==> config.mk <==
export PLATFORM = sky130hd
export DESIGN_NAME = arp_cache_learn_resolve_top_flat
export DESIGN_NICKNAME = d
export VERILOG_FILES = /design/src/hdl/arpc_pkg.sv /design/src/hdl/arpc_in_if.sv /design/src/hdl/arpc_out_if.sv /design/src/hdl/arpc_ram.sv /design/src/hdl/arp_cache_learn_resolve_top.sv /design/src/flat_wrapper.sv
export SDC_FILE = /design/constraint.sdc
export NUM_CORES = 2
export LEC_CHECK = 0
export ABC_AREA = 1
export BUFFER_PORTS_ARGS = -buffer_cell sky130_fd_sc_hd__buf_2
export CAP_MARGIN = 25
export CORE_MARGIN = 5
export CORE_UTILIZATION = 46
export CTS_BUF_LIST = sky130_fd_sc_hd__clkbuf_8
export CTS_CLUSTER_SIZE = 20
export DETAILED_ROUTE_END_ITERATION = 6
export SETUP_SLACK_MARGIN = 0.5
export SYNTH_ARGS = -nofsm -noshare
export SYNTH_HDL_FRONTEND = slang
export SYNTH_SLANG_ARGS = --single-unit
==> constraint.sdc <==
create_clock -name clk -period 11.75 [get_ports clk]
set_clock_uncertainty 0.2 [all_clocks]
set_input_delay 2.9375 -clock clk [delete_from_list [all_inputs] [get_ports clk]]
set_output_delay 2.9375 -clock clk [all_outputs]
set_load 0.01 [all_outputs]
==> src/hdl/arpc_pkg.sv <==
package arpc_pkg;

  localparam int CACHE_ENTRIES_DEF = 16;

  localparam int IP_W     = 32;
  localparam int MAC_W    = 48;
  localparam int OPCODE_W = 16;

  localparam int CFG_IDX_W  = 2;
  localparam int CFG_DATA_W = 32;

  localparam logic [CFG_IDX_W-1:0] CFG_LOCAL_IP    = 2'd0;
  localparam logic [CFG_IDX_W-1:0] CFG_SUBNET_MASK = 2'd1;
  localparam logic [CFG_IDX_W-1:0] CFG_GATEWAY_IP  = 2'd2;

  localparam logic [OPCODE_W-1:0] ARP_OPCODE_REQUEST = 16'd1;

  typedef enum logic {
    OP_LEARN   = 1'b0,
    OP_RESOLVE = 1'b1
  } op_t;

  typedef enum logic [1:0] {
    ST_IDLE,
    ST_SCAN,
    ST_WRITE,
    ST_RESULT
  } state_t;

endpackage

==> src/hdl/arpc_in_if.sv <==
interface arpc_in_if;
  import arpc_pkg::*;

  logic                valid;
  logic                ready;
  logic                operation;
  logic [IP_W-1:0]     peer_ip;
  logic [MAC_W-1:0]    peer_mac;
  logic [OPCODE_W-1:0] arp_opcode;
  logic [IP_W-1:0]     target_ip;

  modport source (
    output valid, operation, peer_ip, peer_mac, arp_opcode, target_ip,
    input  ready
  );

  modport sink (
    input  valid, operation, peer_ip, peer_mac, arp_opcode, target_ip,
    output ready
  );

endinterface

==> src/hdl/arpc_out_if.sv <==
interface arpc_out_if;
  import arpc_pkg::*;

  logic             valid;
  logic             ready;
  logic             hit;
  logic [MAC_W-1:0] resolved_mac;
  logic [IP_W-1:0]  next_hop_ip;
  logic             send_reply;
  logic             request_needed;

  modport source (
    output valid, hit, resolved_mac, next_hop_ip, send_reply, request_needed,
    input  ready
  );

  modport sink (
    input  valid, hit, resolved_mac, next_hop_ip, send_reply, request_needed,
    output ready
  );

endinterface

==> src/hdl/arpc_ram.sv <==
module arpc_ram #(
  parameter int WIDTH = 8,
  parameter int DEPTH = 16
) (
  input  logic                                          clk,
  input  logic                                          we,
  input  logic                                          re,
  input  logic [((DEPTH > 1) ? $clog2(DEPTH) : 1)-1:0] addr,
  input  logic [WIDTH-1:0]                              wdata,
  output logic [WIDTH-1:0]                              rdata
);

  logic [WIDTH-1:0] mem [DEPTH];
  logic [WIDTH-1:0] rdata_r;

  always_ff @(posedge clk) begin
    if (we) begin
      mem[addr] <= wdata;
    end
    if (re) begin
      rdata_r <= mem[addr];
    end
  end

  assign rdata = rdata_r;

endmodule

==> src/hdl/arp_cache_learn_resolve_top.sv <==
// arp cache: CACHE_ENTRIES ip-to-mac bindings, ip and mac kept together in one
// synchronous ram, valid bits in flops cleared by reset. a learn request
// (operation 0) rewrites the mac of a valid entry holding peer_ip, else takes
// the lowest free entry, else overwrites entry 0; it also raises send_reply
// for an arp request (opcode 1) whose target is local_ip. a resolve request
// (operation 1) picks peer_ip when it is on the local subnet, gateway_ip
// otherwise, looks it up and returns the mac or request_needed. one request
// at a time: every request walks the whole table, one ram read a cycle, and
// a learn then writes its entry back to the ram before its result is loaded.
// the next request is taken as soon as the result is in the output register,
// even while that result still waits for out_chan.ready. configuration is
// written through cfg_we / cfg_index / cfg_wdata; the user must write it only
// while the block is idle, as the block itself does not enforce it.
module arp_cache_learn_resolve_top #(
  parameter int CACHE_ENTRIES = arpc_pkg::CACHE_ENTRIES_DEF
) (
  input  logic                           clk,
  input  logic                           rst_n,
  arpc_in_if.sink                        in_chan,
  arpc_out_if.source                     out_chan,
  input  logic                           cfg_we,
  input  logic [arpc_pkg::CFG_IDX_W-1:0]  cfg_index,
  input  logic [arpc_pkg::CFG_DATA_W-1:0] cfg_wdata
);
  import arpc_pkg::*;

  localparam int IDX_W = (CACHE_ENTRIES > 1) ? $clog2(CACHE_ENTRIES) : 1;
  localparam int ENT_W = IP_W + MAC_W;
  localparam logic [IDX_W-1:0] LAST_IDX = IDX_W'(CACHE_ENTRIES - 1);

  // configuration
  logic [IP_W-1:0] local_ip_r;
  logic [IP_W-1:0] subnet_mask_r;
  logic [IP_W-1:0] gateway_ip_r;

  always_ff @(posedge clk) begin
    if (!rst_n) begin
      local_ip_r    <= '0;
      subnet_mask_r <= '0;
      gateway_ip_r  <= '0;
    end else if (cfg_we) begin
      case (cfg_index)
        CFG_LOCAL_IP:    local_ip_r    <= cfg_wdata;
        CFG_SUBNET_MASK: subnet_mask_r <= cfg_wdata;
        CFG_GATEWAY_IP:  gateway_ip_r  <= cfg_wdata;
        default: ;
      endcase
    end
  end

  // control state
  state_t state_r, state_nxt;

  logic                     in_acc;
  logic                     ram_re;
  logic                     ram_we;
  logic                     load_out;
  logic                     scan_end;
  logic [IDX_W-1:0]         wr_idx;
  logic [IDX_W-1:0]         ram_addr;
  logic [ENT_W-1:0]         ram_rdata;
  logic [IP_W-1:0]          rd_ip;
  logic [MAC_W-1:0]         rd_mac;
  logic                     cmp_hit;

  // request held for the whole walk
  op_t              op_r;
  logic [IP_W-1:0]  key_r;
  logic [MAC_W-1:0] mac_r;
  logic             reply_r;

  // table walk
  logic [IDX_W-1:0]         issue_idx_r;
  logic                     issue_done_r;
  logic                     cmp_vld_r;
  logic [IDX_W-1:0]         cmp_idx_r;
  logic                     match_r;
  logic [IDX_W-1:0]         match_idx_r;
  logic [MAC_W-1:0]         hit_mac_r;
  logic                     free_r;
  logic [IDX_W-1:0]         free_idx_r;
  logic [CACHE_ENTRIES-1:0] valid_r;

  // result register
  logic             out_valid_r;
  logic             out_hit_r;
  logic [MAC_W-1:0] out_mac_r;
  logic [IP_W-1:0]  out_hop_r;
  logic             out_reply_r;
  logic             out_req_r;

  logic [IP_W-1:0]  next_hop;

  assign in_acc   = in_chan.valid && in_chan.ready;
  assign rd_ip    = ram_rdata[ENT_W-1 -: IP_W];
  assign rd_mac   = ram_rdata[MAC_W-1:0];
  assign cmp_hit  = cmp_vld_r && valid_r[cmp_idx_r] && (rd_ip == key_r);
  assign scan_end = cmp_vld_r && (cmp_idx_r == LAST_IDX);

  // updating hit wins, then lowest free entry, then entry 0 of a full table
  assign wr_idx   = match_r ? match_idx_r : (free_r ? free_idx_r : '0);
  assign ram_addr = ram_we ? wr_idx : issue_idx_r;

  // on-subnet destinations go direct, everything else via the gateway
  assign next_hop = ((in_chan.peer_ip & subnet_mask_r) == (local_ip_r & subnet_mask_r))
                    ? in_chan.peer_ip : gateway_ip_r;

  // next state
  always_comb begin
    state_nxt = state_r;
    case (state_r)
      ST_IDLE: begin
        if (in_acc) begin
          state_nxt = ST_SCAN;
        end
      end
      ST_SCAN: begin
        if (scan_end) begin
          state_nxt = (op_r == OP_LEARN) ? ST_WRITE : ST_RESULT;
        end
      end
      ST_WRITE: begin
        state_nxt = ST_RESULT;
      end
      ST_RESULT: begin
        if (!out_valid_r || out_chan.ready) begin
          state_nxt = ST_IDLE;
        end
      end
      default: state_nxt = ST_IDLE;
    endcase
  end

  // state outputs
  always_comb begin
    in_chan.ready = 1'b0;
    ram_re        = 1'b0;
    ram_we        = 1'b0;
    load_out      = 1'b0;
    case (state_r)
      ST_IDLE:   in_chan.ready = 1'b1;
      ST_SCAN:   ram_re        = !issue_done_r;
      ST_WRITE:  ram_we        = 1'b1;
      ST_RESULT: load_out      = !out_valid_r || out_chan.ready;
      default: ;
    endcase
  end

  always_ff @(posedge clk) begin
    if (!rst_n) begin
      state_r <= ST_IDLE;
    end else begin
      state_r <= state_nxt;
    end
  end

  // request capture; the key is the sender ip for learn, the next hop for resolve
  always_ff @(posedge clk) begin
    if (in_acc) begin
      op_r    <= op_t'(in_chan.operation);
      key_r   <= (op_t'(in_chan.operation) == OP_RESOLVE) ? next_hop : in_chan.peer_ip;
      mac_r   <= in_chan.peer_mac;
      reply_r <= (op_t'(in_chan.operation) == OP_LEARN) &&
                 (in_chan.arp_opcode == ARP_OPCODE_REQUEST) &&
                 (in_chan.target_ip == local_ip_r);
    end
  end

  // read issue and compare, one entry a cycle; the compare works on the registered ram read data
  always_ff @(posedge clk) begin
    if (!rst_n) begin
      issue_done_r <= 1'b1;
      cmp_vld_r    <= 1'b0;
      match_r      <= 1'b0;
      free_r       <= 1'b0;
    end else if (in_acc) begin
      issue_done_r <= 1'b0;
      cmp_vld_r    <= 1'b0;
      match_r      <= 1'b0;
      free_r       <= 1'b0;
    end else begin
      cmp_vld_r <= ram_re;
      if (ram_re && (issue_idx_r == LAST_IDX)) begin
        issue_done_r <= 1'b1;
      end
      if (cmp_hit && !match_r) begin
        match_r <= 1'b1;
      end
      if (cmp_vld_r && !valid_r[cmp_idx_r] && !free_r) begin
        free_r <= 1'b1;
      end
    end
  end

  always_ff @(posedge clk) begin
    if (in_acc) begin
      issue_idx_r <= '0;
    end else if (ram_re && (issue_idx_r != LAST_IDX)) begin
      issue_idx_r <= issue_idx_r + 1'b1;
    end
    if (ram_re) begin
      cmp_idx_r <= issue_idx_r;
    end
    if (cmp_hit && !match_r) begin
      match_idx_r <= cmp_idx_r;
      hit_mac_r   <= rd_mac;
    end
    if (cmp_vld_r && !valid_r[cmp_idx_r] && !free_r) begin
      free_idx_r <= cmp_idx_r;
    end
  end

  // valid bits
  always_ff @(posedge clk) begin
    if (!rst_n) begin
      valid_r <= '0;
    end else if (ram_we) begin
      valid_r[wr_idx] <= 1'b1;
    end
  end

  arpc_ram #(
    .WIDTH (ENT_W),
    .DEPTH (CACHE_ENTRIES)
  ) u_entry_ram (
    .clk   (clk),
    .we    (ram_we),
    .re    (ram_re),
    .addr  (ram_addr),
    .wdata ({key_r, mac_r}),
    .rdata (ram_rdata)
  );

  // output register, parts the walk from the consumer
  always_ff @(posedge clk) begin
    if (!rst_n) begin
      out_valid_r <= 1'b0;
    end else if (load_out) begin
      out_valid_r <= 1'b1;
    end else if (out_chan.ready) begin
      out_valid_r <= 1'b0;
    end
  end

  always_ff @(posedge clk) begin
    if (load_out) begin
      out_hit_r   <= (op_r == OP_RESOLVE) && match_r;
      out_mac_r   <= ((op_r == OP_RESOLVE) && match_r) ? hit_mac_r : '0;
      out_hop_r   <= (op_r == OP_RESOLVE) ? key_r : '0;
      out_reply_r <= reply_r;
      out_req_r   <= (op_r == OP_RESOLVE) && !match_r;
    end
  end

  assign out_chan.valid          = out_valid_r;
  assign out_chan.hit            = out_hit_r;
  assign out_chan.resolved_mac   = out_mac_r;
  assign out_chan.next_hop_ip    = out_hop_r;
  assign out_chan.send_reply     = out_reply_r;
  assign out_chan.request_needed = out_req_r;

  a_accept_starts_walk: assert property (@(posedge clk) disable iff (!rst_n)
    in_acc |=> (state_r == ST_SCAN) && !cmp_vld_r)
    else $error("accepted request did not start a table walk");

  a_write_only_learn: assert property (@(posedge clk) disable iff (!rst_n)
    ram_we |-> (op_r == OP_LEARN) && issue_done_r && !cmp_vld_r)
    else $error("ram write outside a finished learn walk");

  a_write_sets_valid: assert property (@(posedge clk) disable iff (!rst_n)
    ram_we |=> valid_r[$past(wr_idx)])
    else $error("written entry not marked valid");

  a_result_after_walk: assert property (@(posedge clk) disable iff (!rst_n)
    $rose(out_valid_r) |-> ($past(state_r) == ST_RESULT))
    else $error("result presented without a finished walk");

  a_hit_xor_miss: assert property (@(posedge clk) disable iff (!rst_n)
    out_valid_r |-> !(out_hit_r && out_req_r) && !(out_reply_r && (out_hit_r || out_req_r)))
    else $error("inconsistent result flags");

endmodule
==> src/flat_wrapper.sv <==
// flat-port wrapper written by rule: the top's interface ports become plain ports
module arp_cache_learn_resolve_top_flat import arpc_pkg::*;
#(
  parameter int CACHE_ENTRIES = arpc_pkg::CACHE_ENTRIES_DEF
)
  (clk, rst_n, cfg_we, cfg_index, cfg_wdata, in_chan_valid, in_chan_operation, in_chan_peer_ip, in_chan_peer_mac, in_chan_arp_opcode, in_chan_target_ip, in_chan_ready, out_chan_valid, out_chan_hit, out_chan_resolved_mac, out_chan_next_hop_ip, out_chan_send_reply, out_chan_request_needed, out_chan_ready);
  arpc_in_if in_chan_i ();
  arpc_out_if out_chan_i ();
  input  logic clk;
  input  logic rst_n;
  input  logic cfg_we;
  input  logic [arpc_pkg::CFG_IDX_W-1:0] cfg_index;
  input  logic [arpc_pkg::CFG_DATA_W-1:0] cfg_wdata;
  input wire logic [$bits(in_chan_i.valid)-1:0] in_chan_valid;
  input wire logic [$bits(in_chan_i.operation)-1:0] in_chan_operation;
  input wire logic [$bits(in_chan_i.peer_ip)-1:0] in_chan_peer_ip;
  input wire logic [$bits(in_chan_i.peer_mac)-1:0] in_chan_peer_mac;
  input wire logic [$bits(in_chan_i.arp_opcode)-1:0] in_chan_arp_opcode;
  input wire logic [$bits(in_chan_i.target_ip)-1:0] in_chan_target_ip;
  output wire logic [$bits(in_chan_i.ready)-1:0] in_chan_ready;
  output wire logic [$bits(out_chan_i.valid)-1:0] out_chan_valid;
  output wire logic [$bits(out_chan_i.hit)-1:0] out_chan_hit;
  output wire logic [$bits(out_chan_i.resolved_mac)-1:0] out_chan_resolved_mac;
  output wire logic [$bits(out_chan_i.next_hop_ip)-1:0] out_chan_next_hop_ip;
  output wire logic [$bits(out_chan_i.send_reply)-1:0] out_chan_send_reply;
  output wire logic [$bits(out_chan_i.request_needed)-1:0] out_chan_request_needed;
  input wire logic [$bits(out_chan_i.ready)-1:0] out_chan_ready;
  assign in_chan_i.valid = in_chan_valid;
  assign in_chan_i.operation = in_chan_operation;
  assign in_chan_i.peer_ip = in_chan_peer_ip;
  assign in_chan_i.peer_mac = in_chan_peer_mac;
  assign in_chan_i.arp_opcode = in_chan_arp_opcode;
  assign in_chan_i.target_ip = in_chan_target_ip;
  assign in_chan_ready = in_chan_i.ready;
  assign out_chan_valid = out_chan_i.valid;
  assign out_chan_hit = out_chan_i.hit;
  assign out_chan_resolved_mac = out_chan_i.resolved_mac;
  assign out_chan_next_hop_ip = out_chan_i.next_hop_ip;
  assign out_chan_send_reply = out_chan_i.send_reply;
  assign out_chan_request_needed = out_chan_i.request_needed;
  assign out_chan_i.ready = out_chan_ready;
  arp_cache_learn_resolve_top #(.CACHE_ENTRIES(CACHE_ENTRIES)) u_core (.clk(clk), .rst_n(rst_n), .in_chan(in_chan_i), .out_chan(out_chan_i), .cfg_we(cfg_we), .cfg_index(cfg_index), .cfg_wdata(cfg_wdata));
endmodule
Word-level counts from Yosys, hierarchy flattened:

Memories as Yosys holds them, arrays and structs flattened. A register that Yosys moved wholly into a read port is not among the register bits.
Index checks and enable logic that the tools add are counted.

* register bits: 348
* memories: 1
* output and inout port bits: 85
* memory bits (writable): 1280
* logic and storage cells: 102
* bits of input ports: 168

* equality and inequality tests: 15
* reductions and logical operators: 29
* muxes and demuxes: 24
* $add $sub $neg: 1
* bitwise logic cells: 5
* order comparisons: 3

Memory list
* u_core.u_entry_ram.mem: words 16, bits a word 80, read ports 1, clocked after memory_dff 1, wr ports 1, RTL line arpc_ram.sv:13 `logic [WIDTH-1:0] mem [DEPTH];`

Operator list (number)
* equality test 32 bit: 3
* AND 32 bit: 2
* two-way mux 32 bit: 2
* equality test 16 x 1 -> 1 bit (second input constant): 1
* bitwise OR 16 bit: 1
* logical AND 1 bit: 14
* two-way mux 1 bit: 13
* two-way mux 4 bit: 3
* less-than comparator 4 x 5 -> 1 bit (second input constant): 2
* equality test 4 bit (second input constant): 2
* case mux 2 bit (4 select lines): 1
* equality test 2 bit (second input constant): 3
* two-way mux 2 bit: 3
* != test 2 x 1 -> 1 bit (second input constant): 3
* AND reduction 2 bit: 3
* logical NOT 1 bit: 5
* adder 4 x 1 -> 4 bit (second input constant): 1
* binary-select mux 1 bit (select 4 bit): 1
* demux 1 bit (select 4 bit): 1
* equality test 2 x 1 -> 1 bit (second input constant): 2
* >= comparator 4 x 1 -> 1 bit (second input constant): 1
* logical NOT 2 bit: 2
* != test 4 bit (second input constant): 1
* nonzero test 2 bit: 2
* 4 further kinds: 5

Depth between registers and ports, before layout:

* depth in word-level cells: 7
* depth in mapped cells: 15
* depth with buffers taken out: 13

By module:

Synthesis repeated with hierarchy kept, for this count alone.

* cell total of the unflattened synthesis: 6778
* area, all modules: 70278.7 µm²

By module, submodules not included
* arpc_ram: seq. area each 40839.2 µm², instances 1, area each 55869.8 µm², cells each 5237
* arp_cache_learn_resolve_top: seq. area each 9218.8 µm², instances 1, area each 14408.8 µm², cells each 1541

Worst setup path before layout:

Ideal clock, no wire load.

* kind: input -> register
* start point: input out_chan_ready
* end point: register u_core.out_hit_r, in the netlist u_core.out_chan.hit, enable pin
* library setup time: 0.552 ns
* arrival: 6.971 ns
* cell stages on the path: 2
* slack: 4.027 ns
* data required time: 10.998 ns
* path buffers: 0
* cell sequence: inv_1 > a21oi_1

* cells in the longest elaborated chain, start to end: 2

Ends and longest elaborated chain
* from (decl): RTL line flat_wrapper.sv:27 `input wire logic [$bits(out_chan_i.ready)-1:0] out_chan_ready;`
* logical OR 1 bit: RTL line arp_cache_learn_resolve_top.sv:144 `ST_RESULT: load_out = !out_valid_r || out_chan.ready;`
* two-way mux 1 bit: RTL line arp_cache_learn_resolve_top.sv:140 `case (state_r)`
* named net u_core.load_out: RTL line arp_cache_learn_resolve_top.sv:57 `logic load_out;`
* to (signal assigned): RTL line arp_cache_learn_resolve_top.sv:247 `out_hit_r <= (op_r == OP_RESOLVE) && match_r;`
* to (decl): RTL line arp_cache_learn_resolve_top.sv:86 `logic out_hit_r;`

The timed path passes the listed nets, and every way through them passes these cells.
A chain may end at the register's enable or synchronous reset.

Worst setup path after layout:

* start point: register u_core.state_r[0]
* end point: memory u_core.u_entry_ram.mem[9][45] (netlist bit), enable pin

* cells in the longest elaborated chain, start to end: 4
* elaborated cells between the ends (all ways): 5
* those cells by class: eq/ne: 1; mux: 4

Ends and longest elaborated chain
* from (decl): RTL line arp_cache_learn_resolve_top.sv:52 `state_t state_r, state_nxt;`
* from (signal assigned): RTL line arp_cache_learn_resolve_top.sv:153 `state_r <= state_nxt;`
* equality test 2 bit (*): RTL line arp_cache_learn_resolve_top.sv:140
* two-way mux 1 bit (*): RTL line arp_cache_learn_resolve_top.sv:140
* two-way mux 1 bit: RTL line arpc_ram.sv:17 `if (we) begin`
* two-way mux 1 bit (not written as such): RTL line arpc_ram.sv:18 `mem[addr] <= wdata;`
* to (decl): RTL line arpc_ram.sv:13

Every way passes the cells marked *; elsewhere a longest branch is shown, timed or not.

==> results by group <==
Floorplan
  – Initial Util: 0.462
  – Die height: ~400 um
  – Core area: 0.154 mm^2
  – Die width: between 400 and 500 um
  – Placement Rows: ~140
  – Die ar.: 0.163 mm^2
  – Io pins: about 250

Timing
  – Setup TNS Final: 0 ps
  – Final setup vio count: 0
  – Unrepaired setup endpoints after global routing: no
  – Slew margin rel.: 0.206
  – Final Cycle Share: 0.482
  – Slew of the pin with the lowest slew margin: approximately 1200 ps
  – Final Slew Violations: 0
  – Worst hold slack: 215 ps
  – Max Fclk: between 0.15 and 0.2 GHz
  – Tmin final: ~5700 ps
  – Fin. Hold Viols: 0

Routing
  – Met3 WL post-DR: between 20000 and 25000 um
  – Wire length per cell: around 22 um
  – Vias: between 40000 and 50000
  – Vias per cell: between 5 and 6
  – Drt total wl: between 200000 and 250000 um
  – DR iter-0 viols: around 5600
  – Highest routed layer: met5
  – Met1 WL: between 80000 and 90000 um
  – Routed Antenna Nets: 0
  – DR pass1 iterations: 6
  – Number of remaining DRC errors: 0
  – Routed wl met2: 94000 um

Cells and area
  – Nets: between 7000 and 8000
  – Share of post-route cells with drive strength above 1: 0.103
  – Most common cell after layout, fill and taps aside: nand2_1
  – Layout Area Growth over Synthesis: 11.8%
  – Final Cell Area: between 0.07 and 0.08 mm^2
  – Fillers: 13700
  – Most frequent cells in the layout: nand2_1, edfxtp_1, nand3_1

Critical path
  – Cell mode on critical path: buf_4
  – RR Endpoint: u_core.u_entry_ram.mem[9][45]$_DFFE_PP_
  – R2R Setup Slk: a little over 6000 ps
  – Crit path cell chain: inv_1 > ha_1 > inv_2 > nand2_1 > o21ai_1 > nor2_4 > buf_4 > buf_4 > nand2_1 > inv_6 > buf_4
  – FF-to-FF path depth: 11
  – Worst r2r src: u_core.state_r[0]$_SDFFE_PN0P_
  – CP delay by family, top: buffers and inverters
  – Crit. End Element: flip-flop
  – Critical path buffers and inverters: 6
  – Crit path kind: reg2reg
  – CP max stage cell: nor2_4
  – Critical Path RT: between 10000 and 15000 ps
  – Crit-path max cell delay: 890 ps
  – Crit path arrival time: just over 6000 ps
  – Critical Path Start: u_core.state_r[0]$_SDFFE_PN0P_
  – Critical-path maximum fanout: 42
  – Crit start category: flip-flop

Logic synthesis
  – Syn Nets: around 7000
  – Synth Cell Area: slightly above 0.07 mm^2
  – Sequential fraction of the synthesis area: 0.704
  – Main synth FF type: edfxtp_1
  – Yosys reg bits: approximately 1700
  – Netlist cell types: 32
  – Mean Syn Cell Area: roughly 10 um^2
  – Ys Warns: 0
  – Synth async-reset ratio: 0
  – Synth Instances: approximately 6800
  – Number of synthesized flops with an enable pin: 1585

Global route
  – Largest net degree at the start of global routing: just under 200
  – GR Overflow Total: 0
  – Global-route wire length before repair: roughly 310000 um
  – All-Layer GR Usage: 0.252
  – Initial antenna violation count: 32
  – Vias in the first global route: between 40000 and 50000

Clock network
  – Cts bufs inserted: between 300 and 400
  – Clock slew at reported path FFs: 60 ps
  – Post-cts hold buffer count: 0
  – Number of H-tree levels: 5
  – CTS resizes: 0
  – Clk sinks: between 1500 and 2000
  – Post-CTS Setup Inserts: 0
  – Clk_lat worst skew: 1000 ps
  – CTS max path bufs: 4
  – CTS tree: built
  – Root buf cell: clkbuf_8

Place
  – Gpl congestion: 0.864
  – Buffers on Ports: approximately 250
  – HPWL Detailed: roughly 110000 um
  – Post-place instance area: 0.0741 mm^2

Run status
  – Status: finished, final reports clean

Pwr
  – Max VDD drop: about 0.25 mV
  – Leakage: about 0.033 uW
  – Overall power: 18300 uW
  – Power Dens Cells: 230 mW/mm^2

Run
  – MaxCap Viol Count: 0

Hold path
  – HP Class: reg2reg
  – Worst Hold Depth: 0
  – Worst hold path endpoint: u_core.hit_mac_r[2]$_DFFE_PP_
  – Min-delay src: u_core.u_entry_ram.rdata[2]$_DFFE_PP_
-- cells by family (layout without fill, tap and decap cells) --
| logic type | after synthesis | count (layout) | synth area share |
|---|---|---|---|
| buffers and inverters | 772 | 1246 | 0.0453 |
| XOR/XNOR | 16 | 16 | 0.00197 |
| adder cells (fa/ha/maj) | 5 | 5 | 0.000880 |
| flip-flops | 1708 | 1708 | 0.704 |
| other | 0 | 18 | 0 |
| AO/OA/AOI/OAI | 195 | 195 | 0.0143 |
| AND/OR/NAND/NOR | 4142 | 4142 | 0.234 |
-- synth_stat cells (2+ instances only) --
| cell | number | area, um^2 |
|---|---|---|
| nor4_1 | 6 | 37.5 |
| a21oi_1 | 62 | 310 |
| buf_1 | 17 | 63.8 |
| xnor2_1 | 12 | 105 |
| nor3b_1 | 2 | 15.0 |
| buf_2 | 251 | 1260 |
| ha_1 | 5 | 62.6 |
| and2_1 | 2 | 12.5 |
| nor3_1 | 11 | 55.1 |
| o21ai_2 | 3 | 26.3 |
| xor2_1 | 4 | 35.0 |
| o22ai_1 | 6 | 37.5 |
| o21ai_0 | 118 | 591 |
| inv_1 | 398 | 1490 |
| a22o_1 | 2 | 17.5 |
| or2_2 | 26 | 163 |
| edfxtp_1 | 1585 | 47600 |
| clkbuf_1 | 98 | 368 |
| nand4_1 | 15 | 93.8 |
| nor2_1 | 233 | 875 |
| nand3_1 | 727 | 3640 |
| inv_2 | 4 | 15.0 |
| nand2_1 | 3118 | 11700 |
| dfxtp_1 | 123 | 2460 |
| buf_4 | 3 | 22.5 |
-- power by group --
group | switching, uW | total (uW) | internal (uW)
clock | 2380 | 4960 | 2580
combinational | 3950 | 5460 | 1510
sequential | 453 | 7860 | 7410
total | 6780 | 18300 | 11500
-- worst max-delay path by stage --
stage                                          endpoint  slack (ps)  cells after the start
2_1_floorplan             u_core.out_chan.hit$_DFFE_PP_        4030                      2
3_3_place_gp   u_core.u_entry_ram.mem[13][49]$_DFFE_PP_        5950                     11
3_5_place_dp    u_core.u_entry_ram.mem[9][44]$_DFFE_PP_        6200                     11
4_1_cts         u_core.u_entry_ram.mem[9][45]$_DFFE_PP_        6160                     11
5_1_grt         u_core.u_entry_ram.mem[9][49]$_DFFE_PP_        5980                     11
6_report        u_core.u_entry_ram.mem[9][45]$_DFFE_PP_        6090                     11
-- metal layers --
layer / track usage / up-vias
met4: 0.0730 / 16
met3: 0.0649 / 381
met1: 0.358 / 23900
li1: - / 23100
met2: 0.385 / 2249
met5: 0 / -
-- stage by stage --
stage / setup WS [ps] / std cells / utilization
global placement: 5950 / 8835 / 0.481
finish: 6090 / 9374 / 0.517
global route: 5980 / 9359 / 0.516
CTS: 6160 / 9352 / 0.516
detailed placement: 6200 / 8837 / 0.481
floorplan: 4030 / 6838 / -
-- sequential cells by signal (all words and copies together) (netlist names), 32 cells and up --
| register | count |
|---|---|
| u_core.hit_mac_r | 48 |
| u_core.mac_r | 48 |
| u_core.local_ip_r | 32 |
| u_core.u_entry_ram.rdata | 80 |
| u_core.subnet_mask_r | 32 |
| u_core.u_entry_ram.mem | 1280 |
| u_core.out_chan.resolved_mac | 48 |
| u_core.out_chan.next_hop_ip | 32 |
| u_core.key_r | 32 |
| u_core.gateway_ip_r | 32 |
-- layout make-up --
type | instances | area [um^2] | share of cell area
Sequential cell | 1708 | 50100 | 0.630
Tap cell | 2044 | 2560 | 0.0322
Multi-Input combinational cell | 4358 | 18000 | 0.226
Clock buffer | 320 | 4400 | 0.0554
Inverter | 403 | 1580 | 0.0199
Antenna cell | 18 | 45.0 | 0.000567
Timing Repair Buffer | 328 | 2010 | 0.0252
Clock inverter | 195 | 892 | 0.0112
No activity file was read; power rests on OpenSTA's default activity.
